### config.mk
export PLATFORM = sky130hd
export DESIGN_NAME = gfm_ctrl
export DESIGN_NICKNAME = d
export VERILOG_FILES = /design/src/sv/gfm_pkg.sv /design/src/sv/gfm_ctrl.sv
export SDC_FILE = /design/constraint.sdc
export NUM_CORES = 1
export LEC_CHECK = 0
export BUFFER_PORTS_ARGS = -buffer_cell sky130_fd_sc_hd__buf_2
export CAP_MARGIN = 5
export CORE_UTILIZATION = 30
export CTS_BUF_LIST = sky130_fd_sc_hd__clkbuf_4 sky130_fd_sc_hd__clkbuf_8
export DETAILED_ROUTE_END_ITERATION = 6
export PLACE_DENSITY = 0.51
export SKIP_CTS_REPAIR_TIMING = 1
export SLEW_MARGIN = 25
export SYNTH_ARGS = -nofsm -noshare
export SYNTH_HDL_FRONTEND = slang
export SYNTH_SLANG_ARGS = --single-unit
### constraint.sdc
create_clock -name clk -period 6.5 [get_ports clk]
set_clock_uncertainty 0.05 [all_clocks]
set_input_delay 0 -clock clk [delete_from_list [all_inputs] [get_ports clk]]
set_output_delay 0 -clock clk [all_outputs]
set_load 0.01 [all_outputs]
### src/sv/gfm_pkg.sv
package gfm_pkg;

  localparam int MAP_SLOTS_DEF     = 4;
  localparam int CELLS_PER_MAP_DEF = 4096;
  localparam int CELL_W            = 16;
  localparam int DIM_W             = 11;
  localparam int PROD_W            = 2 * DIM_W;
  localparam logic [CELL_W-1:0] FLAG_LIMIT_RESET = 16'hFFFF;

  typedef enum logic [3:0] {
    OP_NEW_MAP    = 4'd0,
    OP_FREE_MAP   = 4'd1,
    OP_FREE_ALL   = 4'd2,
    OP_SET        = 4'd3,
    OP_CLEAR      = 4'd4,
    OP_TEST       = 4'd5,
    OP_READ       = 4'd6,
    OP_CLEAR_MAP  = 4'd7,
    OP_FILL_MAP   = 4'd8,
    OP_CELL_VALID = 4'd9
  } gfm_op_t;

  typedef enum logic [2:0] {
    STS_OK        = 3'd0,
    STS_NO_MAP    = 3'd1,
    STS_BAD_FLAG  = 3'd2,
    STS_BOUNDS    = 3'd3,
    STS_NO_SLOT   = 3'd4,
    STS_TOO_LARGE = 3'd5
  } gfm_status_t;

  typedef struct packed {
    logic [3:0]       op;
    logic [1:0]       map_index;
    logic [9:0]       x_coord;
    logic [9:0]       y_coord;
    logic [15:0]      flag_bits;
    logic [DIM_W-1:0] map_width;
    logic [DIM_W-1:0] map_height;
  } gfm_req_t;

  typedef struct packed {
    logic [2:0]  status;
    logic [15:0] result_value;
  } gfm_rsp_t;

endpackage

### src/sv/gfm_ctrl.sv
module gfm_ctrl #(
  parameter int MAP_SLOTS     = gfm_pkg::MAP_SLOTS_DEF,
  parameter int CELLS_PER_MAP = gfm_pkg::CELLS_PER_MAP_DEF,
  parameter int ADDR_W        = $clog2(MAP_SLOTS * CELLS_PER_MAP)
) (
  input  logic                      clk,
  input  logic                      rst,
  input  logic                      start,
  output logic                      busy,
  input  gfm_pkg::gfm_req_t         req,
  input  logic [gfm_pkg::CELL_W-1:0] flag_mask_limit,
  output logic                      done,
  output gfm_pkg::gfm_rsp_t         rsp,
  output logic                      wr_en,
  output logic [ADDR_W-1:0]         wr_addr,
  output logic [gfm_pkg::CELL_W-1:0] wr_data,
  output logic                      rd_en,
  output logic [ADDR_W-1:0]         rd_addr,
  input  logic [gfm_pkg::CELL_W-1:0] rd_data
);

  import gfm_pkg::*;

  localparam int SLOT_W = (MAP_SLOTS > 1) ? $clog2(MAP_SLOTS) : 1;
  localparam int CNT_W  = $clog2(CELLS_PER_MAP + 1);

  typedef enum logic [5:0] {
    S_IDLE  = 6'b000001,
    S_CHECK = 6'b000010,
    S_SIZE  = 6'b000100,
    S_ADDR  = 6'b001000,
    S_MOD   = 6'b010000,
    S_WALK  = 6'b100000
  } state_t;

  state_t             state;
  gfm_req_t           req_r;
  logic               in_use [MAP_SLOTS];
  logic [DIM_W-1:0]   slot_w [MAP_SLOTS];
  logic [DIM_W-1:0]   slot_h [MAP_SLOTS];
  logic [PROD_W-1:0]  prod;
  logic [ADDR_W-1:0]  base;
  logic [ADDR_W-1:0]  cell_addr;
  logic [CNT_W-1:0]   cnt;
  logic [CNT_W-1:0]   n_cells;
  logic               pend;
  logic [ADDR_W-1:0]  pend_addr;
  logic [SLOT_W-1:0]  new_slot;

  logic [SLOT_W-1:0]  s;
  logic               slot_ok;
  logic               have;
  logic [DIM_W-1:0]   cur_w;
  logic [DIM_W-1:0]   cur_h;
  logic               in_map;
  logic               bad_flag;
  logic               free_found;
  logic [SLOT_W-1:0]  free_idx;
  logic [DIM_W-1:0]   mul_a;
  logic [DIM_W-1:0]   mul_b;
  logic [SLOT_W-1:0]  base_slot;
  logic [ADDR_W-1:0]  addr_calc;
  logic [ADDR_W-1:0]  walk_addr;
  logic               walk_rmw;
  logic               walk_more;
  logic               walk_rd;
  logic               walk_end;
  logic               set_like;
  logic               is_new;

  assign s        = SLOT_W'(req_r.map_index);
  assign slot_ok  = 32'(req_r.map_index) < MAP_SLOTS;
  assign have     = slot_ok && in_use[s];
  assign cur_w    = slot_w[s];
  assign cur_h    = slot_h[s];
  assign in_map   = (DIM_W'(req_r.x_coord) < cur_w) && (DIM_W'(req_r.y_coord) < cur_h);
  assign bad_flag = req_r.flag_bits > flag_mask_limit;
  assign is_new   = req_r.op == OP_NEW_MAP;

  // lowest free slot wins
  always_comb begin
    free_found = 1'b0;
    free_idx   = '0;
    for (int i = MAP_SLOTS - 1; i >= 0; i--) begin
      if (!in_use[i]) begin
        free_found = 1'b1;
        free_idx   = SLOT_W'(i);
      end
    end
  end

  // one shared multiplier: map size for allocate/sweep, row offset for cell ops
  always_comb begin
    if (is_new) begin
      mul_a = req_r.map_width;
      mul_b = req_r.map_height;
    end else if (req_r.op == OP_SET || req_r.op == OP_CLEAR ||
                 req_r.op == OP_TEST || req_r.op == OP_READ) begin
      mul_a = DIM_W'(req_r.y_coord);
      mul_b = cur_w;
    end else begin
      mul_a = cur_w;
      mul_b = cur_h;
    end
  end

  assign base_slot = is_new ? free_idx : s;
  assign addr_calc = base + ADDR_W'(req_r.x_coord) + ADDR_W'(prod);
  assign walk_addr = base + ADDR_W'(cnt);
  assign walk_rmw  = (req_r.op == OP_CLEAR_MAP) || (req_r.op == OP_FILL_MAP);
  assign walk_more = cnt != n_cells;
  assign walk_rd   = walk_more && walk_rmw;
  assign walk_end  = !walk_more && !pend;
  assign set_like  = (req_r.op == OP_SET) || (req_r.op == OP_FILL_MAP);

  assign busy = state != S_IDLE;

  // sweep reads entry i while writing back entry i-1, so the ports never collide
  always_comb begin
    rd_en   = (state == S_ADDR) || (state == S_WALK && walk_rd);
    rd_addr = (state == S_ADDR) ? addr_calc : walk_addr;
    wr_en   = (state == S_MOD && (req_r.op == OP_SET || req_r.op == OP_CLEAR)) ||
              (state == S_WALK && (pend || (is_new && walk_more)));
    if (state == S_MOD) begin
      wr_addr = cell_addr;
    end else if (is_new) begin
      wr_addr = walk_addr;
    end else begin
      wr_addr = pend_addr;
    end
    if (is_new) begin
      wr_data = '0;
    end else if (set_like) begin
      wr_data = rd_data | req_r.flag_bits;
    end else begin
      wr_data = rd_data & ~req_r.flag_bits;
    end
  end

  always_ff @(posedge clk) begin
    if (rst) begin
      state <= S_IDLE;
      done  <= 1'b0;
      pend  <= 1'b0;
      for (int i = 0; i < MAP_SLOTS; i++) begin
        in_use[i] <= 1'b0;
        slot_w[i] <= '0;
        slot_h[i] <= '0;
      end
    end else begin
      done <= 1'b0;
      case (state)
        S_IDLE: begin
          if (start) begin
            req_r <= req;
            state <= S_CHECK;
          end
        end
        S_CHECK: begin
          prod     <= mul_a * mul_b;
          base     <= ADDR_W'(32'(base_slot) * CELLS_PER_MAP);
          new_slot <= free_idx;
          cnt      <= '0;
          pend     <= 1'b0;
          rsp.result_value <= '0;
          case (req_r.op)
            OP_NEW_MAP: begin
              if (!free_found) begin
                rsp.status <= STS_NO_SLOT;
                done       <= 1'b1;
                state      <= S_IDLE;
              end else begin
                state <= S_SIZE;
              end
            end
            OP_FREE_MAP: begin
              if (!have) begin
                rsp.status <= STS_NO_MAP;
              end else begin
                rsp.status <= STS_OK;
                in_use[s]  <= 1'b0;
                slot_w[s]  <= '0;
                slot_h[s]  <= '0;
              end
              done  <= 1'b1;
              state <= S_IDLE;
            end
            OP_FREE_ALL: begin
              for (int i = 0; i < MAP_SLOTS; i++) begin
                in_use[i] <= 1'b0;
                slot_w[i] <= '0;
                slot_h[i] <= '0;
              end
              rsp.status <= STS_OK;
              done       <= 1'b1;
              state      <= S_IDLE;
            end
            OP_SET, OP_CLEAR, OP_TEST, OP_READ: begin
              if (!have) begin
                rsp.status <= STS_NO_MAP;
                done       <= 1'b1;
                state      <= S_IDLE;
              end else if (req_r.op != OP_READ && bad_flag) begin
                rsp.status <= STS_BAD_FLAG;
                done       <= 1'b1;
                state      <= S_IDLE;
              end else if (!in_map) begin
                rsp.status <= STS_BOUNDS;
                done       <= 1'b1;
                state      <= S_IDLE;
              end else begin
                state <= S_ADDR;
              end
            end
            OP_CLEAR_MAP, OP_FILL_MAP: begin
              if (!have) begin
                rsp.status <= STS_NO_MAP;
                done       <= 1'b1;
                state      <= S_IDLE;
              end else if (bad_flag) begin
                rsp.status <= STS_BAD_FLAG;
                done       <= 1'b1;
                state      <= S_IDLE;
              end else begin
                state <= S_SIZE;
              end
            end
            OP_CELL_VALID: begin
              rsp.status       <= STS_OK;
              rsp.result_value <= 16'(have && in_map);
              done             <= 1'b1;
              state            <= S_IDLE;
            end
            default: begin
              rsp.status <= STS_OK;
              done       <= 1'b1;
              state      <= S_IDLE;
            end
          endcase
        end
        S_SIZE: begin
          if (is_new && 32'(prod) > CELLS_PER_MAP) begin
            rsp.status <= STS_TOO_LARGE;
            done       <= 1'b1;
            state      <= S_IDLE;
          end else begin
            if (is_new) begin
              in_use[new_slot] <= 1'b1;
              slot_w[new_slot] <= req_r.map_width;
              slot_h[new_slot] <= req_r.map_height;
            end
            n_cells <= CNT_W'(prod);
            state   <= S_WALK;
          end
        end
        S_ADDR: begin
          cell_addr <= addr_calc;
          state     <= S_MOD;
        end
        S_MOD: begin
          rsp.status <= STS_OK;
          if (req_r.op == OP_TEST) begin
            rsp.result_value <= 16'(|(rd_data & req_r.flag_bits));
          end else if (req_r.op == OP_READ) begin
            rsp.result_value <= rd_data;
          end
          done  <= 1'b1;
          state <= S_IDLE;
        end
        S_WALK: begin
          if (walk_more) begin
            cnt <= cnt + 1'b1;
          end
          pend      <= walk_rd;
          pend_addr <= walk_addr;
          if (walk_end) begin
            rsp.status <= STS_OK;
            if (is_new) begin
              rsp.result_value <= 16'(new_slot);
            end
            done  <= 1'b1;
            state <= S_IDLE;
          end
        end
        default: begin
          state <= S_IDLE;
        end
      endcase
    end
  end

  a_done_single: assert property (@(posedge clk) disable iff (rst) done |=> !done)
    else $error("result strobe held longer than one cycle");

  a_wr_states: assert property (@(posedge clk) disable iff (rst)
    wr_en |-> (state == S_MOD || state == S_WALK))
    else $error("cell write outside modify or sweep");

  a_no_port_clash: assert property (@(posedge clk) disable iff (rst)
    (rd_en && wr_en) |-> (rd_addr != wr_addr))
    else $error("read and write to the same cell in one cycle");

  a_start_busy: assert property (@(posedge clk) disable iff (rst)
    (start && !busy) |=> busy)
    else $error("accepted request did not raise busy");

  a_status_range: assert property (@(posedge clk) disable iff (rst)
    done |-> (rsp.status <= STS_TOO_LARGE))
    else $error("status code out of range");

  a_walk_bound: assert property (@(posedge clk) disable iff (rst)
    (state == S_WALK) |-> (cnt <= n_cells))
    else $error("sweep counter ran past the map size");

endmodule

# [Word-level counts from Yosys, hierarchy flattened]
# Memories as Yosys holds them, arrays and structs flattened. A register that Yosys moved wholly into a read port is not among the register bits.
# Cells that the tools add are included.
[classes] n_addsub=4 n_mul=1 div=0 magnitude_cmp=4 eq_ne=27 n_shift=0 n_mux=107 bitwise=18 n_reduce_logical=42
[ops] operator="$mux 11" count=16
[ops] operator="$mux 16" count=5
[ops] operator="$pmux 16 s3" count=1
[ops] operator="$reduce_or 11->1" count=4
[ops] operator="$mux 1" count=42
[ops] operator="$mux 14" count=3
[ops] operator="$and 16x16->16" count=2
[ops] operator="$pmux 6 s5" count=1
[ops] operator="$mux 2" count=14
[ops] operator="$mux 3" count=9
[ops] operator="$pmux 13 s2" count=1
[ops] operator="$mux 6" count=4
[ops] operator="$pmux 3 s4" count=2
[ops] operator="$gt 22x13->1 const B" count=1
[ops] operator="$lt 10x11->1" count=2
[ops] operator="$mul 11x11->22" count=1
[ops] operator="$mux 19" count=1
[ops] operator="$pmux 6 s3" count=1
[ops] operator="$eq 4x3->1 const B" count=4
[ops] operator="$gt 16x16->1" count=1
[ops] operator="$not 16->16" count=1
[ops] operator="$or 16x16->16" count=1
[ops] operator="$reduce_or 16->1" count=1
[ops] operator="$add 14x10->14" count=1
[ops] operator="other kinds (41)" count=84
[totals] register_bits=171 latchBits=0 ram_bits=92 rom_bits=0 output_inout_bits=67 wordCells=225 memories=3
[memory_table] name="slot_h" depth=4 width=11 rd=1 rd_ports_with_merged_regs=1 wr=4 line_no="gfm_ctrl.sv:40" rtl="logic [DIM_W-1:0] slot_h [MAP_SLOTS];"
[memory_table] name="slot_w" depth=4 width=11 rd=1 rd_ports_with_merged_regs=1 wr=4 line_no="gfm_ctrl.sv:39" rtl="logic [DIM_W-1:0] slot_w [MAP_SLOTS];"
[memory_table] name="in_use" depth=4 width=1 rd=5 rd_ports_with_merged_regs=1 wr=4 line_no="gfm_ctrl.sv:38" rtl="logic in_use [MAP_SLOTS];"

# [Longest topological paths before layout]
[logic_depth] depth_word=8 mapped_depth=27 depth_no_buf=26

# [Least setup slack after synthesis]
# Ideal clock, no wire load.
[synth_timing] path_kind="register to register" start="reg state[1]" end="reg (tool-made name)" t_arrival_ns=6.590 setup_slack_ns=-0.222 stages_incl_launch_ff=5 period_less_slack_ns=6.722 cell_sequence="dfxtp_1 nor4_1 nand3b_1 nor3b_1 mux2_2"
[synth_rtl] item="start, declared" line_no="gfm_ctrl.sv:36" rtl="state_t state;"
[synth_rtl] item="start signal, assigned" line_no="gfm_ctrl.sv:142" rtl="state <= S_IDLE;"
[synth_rtl] item="start signal, assigned" line_no="gfm_ctrl.sv:156" rtl="state <= S_CHECK;"
[synth_rtl] item="start signal, assigned" line_no="gfm_ctrl.sv:171" rtl="state <= S_IDLE;"

# [Worst setup path after layout]
[layout_timing] start="reg req_r[60] in the netlist's numbering" end="reg prod[18], data pin"
[layout_between] elab_chain_len=7
[layout_lines] item="start, declared" line_no="gfm_ctrl.sv:37" rtl="gfm_req_t req_r;"
[layout_lines] item="start signal, assigned" line_no="gfm_ctrl.sv:155" rtl="req_r <= req;"
[layout_lines] item="$eq 4x2->1 / $eq 4x3->1 (equally long branches)" line_no="gfm_ctrl.sv:97" rtl="end else if (req_r.op == OP_SET || req_r.op == OP_CLEAR ||"
[layout_lines] item="$logic_or 1x1->1 (2 in a row)" line_no="gfm_ctrl.sv:97"
[layout_lines] item="$logic_or 1x1->1" line_no="gfm_ctrl.sv:98" rtl="req_r.op == OP_TEST || req_r.op == OP_READ) begin"
[layout_lines] item="$mux 11" line_no="gfm_ctrl.sv:97"
[layout_lines] item="$mux 11" line_no="gfm_ctrl.sv:94" rtl="if (is_new) begin"
[layout_lines] item="$mul 11x11->22 (*)" line_no="gfm_ctrl.sv:160" rtl="prod <= mul_a * mul_b;"
[layout_lines] item="end signal, assigned" line_no="gfm_ctrl.sv:160"
[layout_lines] item="end, declared" line_no="gfm_ctrl.sv:41" rtl="logic [PROD_W-1:0] prod;"
# Every way passes the cells marked *; elsewhere a longest branch is shown, timed or not.
# A chain may end at the register's enable or synchronous reset.

==> results.ini <==
[timing]
fin_hold_ws_ns = 0.0358
setup_violations = 0
rsz0062_at_grt = true
hold_viol_final = 0
fin_crit_sh_pct = 97.4
tightest_slew_ns = 1.05
finalCriticalPeriod_ns = 6.33
max_slew_margin_pct = 30.3
maxSlewViolCount = 0
fin_ws_ns = 0.167
fin_tns_setup_ns = 0
fmax_mhz = 158

[place]
gp_congestion = 0.890
placed_area_mm2 = 0.0192
port_buffers = 165
place_inst = 2422
dp_hpwl_mm = 36.3
pre_cts_ws_ns = -0.115

[setup_path]
worst_path_largest_cell_delay_ns = 0.51
crit_top_cell = fa_1
start_kind = flip-flop
slowest_stage = fa_1
reg2reg_depth = 28
cp_max_fo = 7
critical_path.top_delay_family = adder cells
worstSetupPathType = reg2reg
required_ns = 6.83
cp.arrival_ns = 6.66
path_depth = 28
path_buf_inv = 8
endpoint_kind = flip-flop

[finish]
nets = 2121
mostFrequentLayoutCells = 255 x edfxtp_1, 165 x buf_2, 147 x inv_1, 137 x nor2_1, 110 x buf_4
instances_no_fill = 2624
area_growth_pct = 31.1
drive_gt1_share_pct = 28.6
mostFrequentLayoutCell = edfxtp_1
final_area_mm2 = 0.0219

[hold_path]
hold_class = in2reg
hold_depth = 2

[floorplan]
dieWidth_um = 238
num_rows = 86
io_pins = 166
dieArea_mm2 = 0.0566
initial_core_util_pct = 30.3
chipHeight_um = 238
design.core.area_mm2 = 0.0550

[detailed_routing]
vias_per_cell = 4.71
final_antenna_net_count = 0
vias = 12400
wl_mm = 48.6
drt-initial-drc-count = 778
routedWlPerCell_um = 18.5
first_pass_iters = 5
drc = 0

[power_and_ir_drop]
powerDensity_mw_per_mm2 = 368
leakage_nw = 9.26
ir_worst_vdd_uv = 362

[grt]
grt_start_max_net_pins = 62
grt_overflow = 0
antenna_found_initial = 2
grt_pass1_wl_mm = 72.3
grt_pass1_vias = 12400
grt_use_total_pct = 16.8

[logic_synthesis]
synth-main-ff-cell = edfxtp_1
synth_cells = 1456
synth_edf_count = 255
ys_seq_elements = 265
async_reset_ff_share_pct = 0
syn-num-nets = 1743
netlist.area_leader.share_pct = 45.9
ys_types = 66
synth.avg_cell_area_um2 = 11.5
yosys_warnings = 0
ys_top_cells_by_area = edfxtp_1 46%, fa_1 9.7%, ha_1 8.0%, inv_1 3.6%, nor2_1 3.4%
yosysTopAreaCell = edfxtp_1
ys_seq_area_share_pct = 47.1
netlist_area_mm2 = 0.0167

[clock_tree]
cts_sinks = 265
cts.clk_slew.worst_paths_ns = 0.06
cts_buffer_depth = 3
cts_tree = yes
root_buffer = clkbuf_8
htree_num_levels = 2
clock_latency_ns = 0.64
cts_buffers = 49

[run]
drv_cap = 0

[status]
outcome = completed

-- stage by stage --
| stage | utilization [%] | total power [mW] |
|---|---|---|
| 5_1_grt | 39.8 | 8.70 |
| 6_report | 39.8 | 8.05 |
| 2_1_floorplan | - | 4.45 |
| 3_3_place_gp | 34.9 | 5.55 |
| 3_5_place_dp | 34.9 | 5.57 |
| 4_1_cts | 36.8 | 7.29 |
-- synth_stat cells, types with 17 or more instances --
master,count
a21oi_1,31
a31oi_1,17
and2_1,65
and3_1,54
clkbuf_1,43
edfxtp_1,255
fa_1,81
ha_1,107
inv_1,159
mux4_2,23
nand2_1,84
nand3_1,22
nor2_1,150
nor3_1,22
o21ai_0,46
o22a_1,18
xnor2_1,31
xor2_1,20
-- routing by layer --
layer	up-vias	GRT usage, %	share of wire (%)	wire [um]
met1	6082	21.9	45	21800
met5	-	0	0.025	12
met2	300	28.1	48	23400
li1	5912	-	-	-
met3	64	2.80	4.4	2150
met4	2	5.94	2.4	1160
-- where the power goes --
group	leakage (nW)	switching (mW)	internal, mW
sequential	2.52	0.0499	2.07
combinational	6.19	2.14	2.11
clock	0.545	0.743	0.942
-- sequential cells by signal (all words and copies together) (netlist names), 2 cells and up, named ones only --
signal     cells
in_use         4
pend_addr     14
slot_h        44
s              2
state          6
n_cells       13
slot_w        44
rsp           19
base           2
new_slot       2
cell_addr     14
req_r         62
prod          22
cnt           13
-- worst paths after layout --
path / start / endpoint / slack, ns
max reg2reg: req_r[60] / prod[18] / 0.17
min: req[26] / req_r[26] / 0.04
min reg2reg: pend / pend / 0.44
max: req_r[60] / prod[18] / 0.17
-- cell families after synthesis --
family / after synthesis / synth area share [%]
simple gates: 489 / 14.8
flops: 265 / 47.1
fa+ha+maj: 188 / 17.7
xor+xnor: 51 / 2.68
buf+inv: 216 / 5.00
mux: 55 / 5.15
compound gates: 192 / 7.57
-- cell type report --
| cell class | instances | area, um2 |
|---|---|---|
| fill | 5337 | 33100 |
| multi-input combinational | 975 | 8540 |
| sequential | 265 | 7860 |
| timing repair buffer | 384 | 2910 |
| tap | 748 | 936 |
| clock buffer | 74 | 912 |
| inverter | 159 | 597 |
| clock inverter | 18 | 123 |
| antenna | 1 | 2.50 |
(Power assumes the default switching activity.)
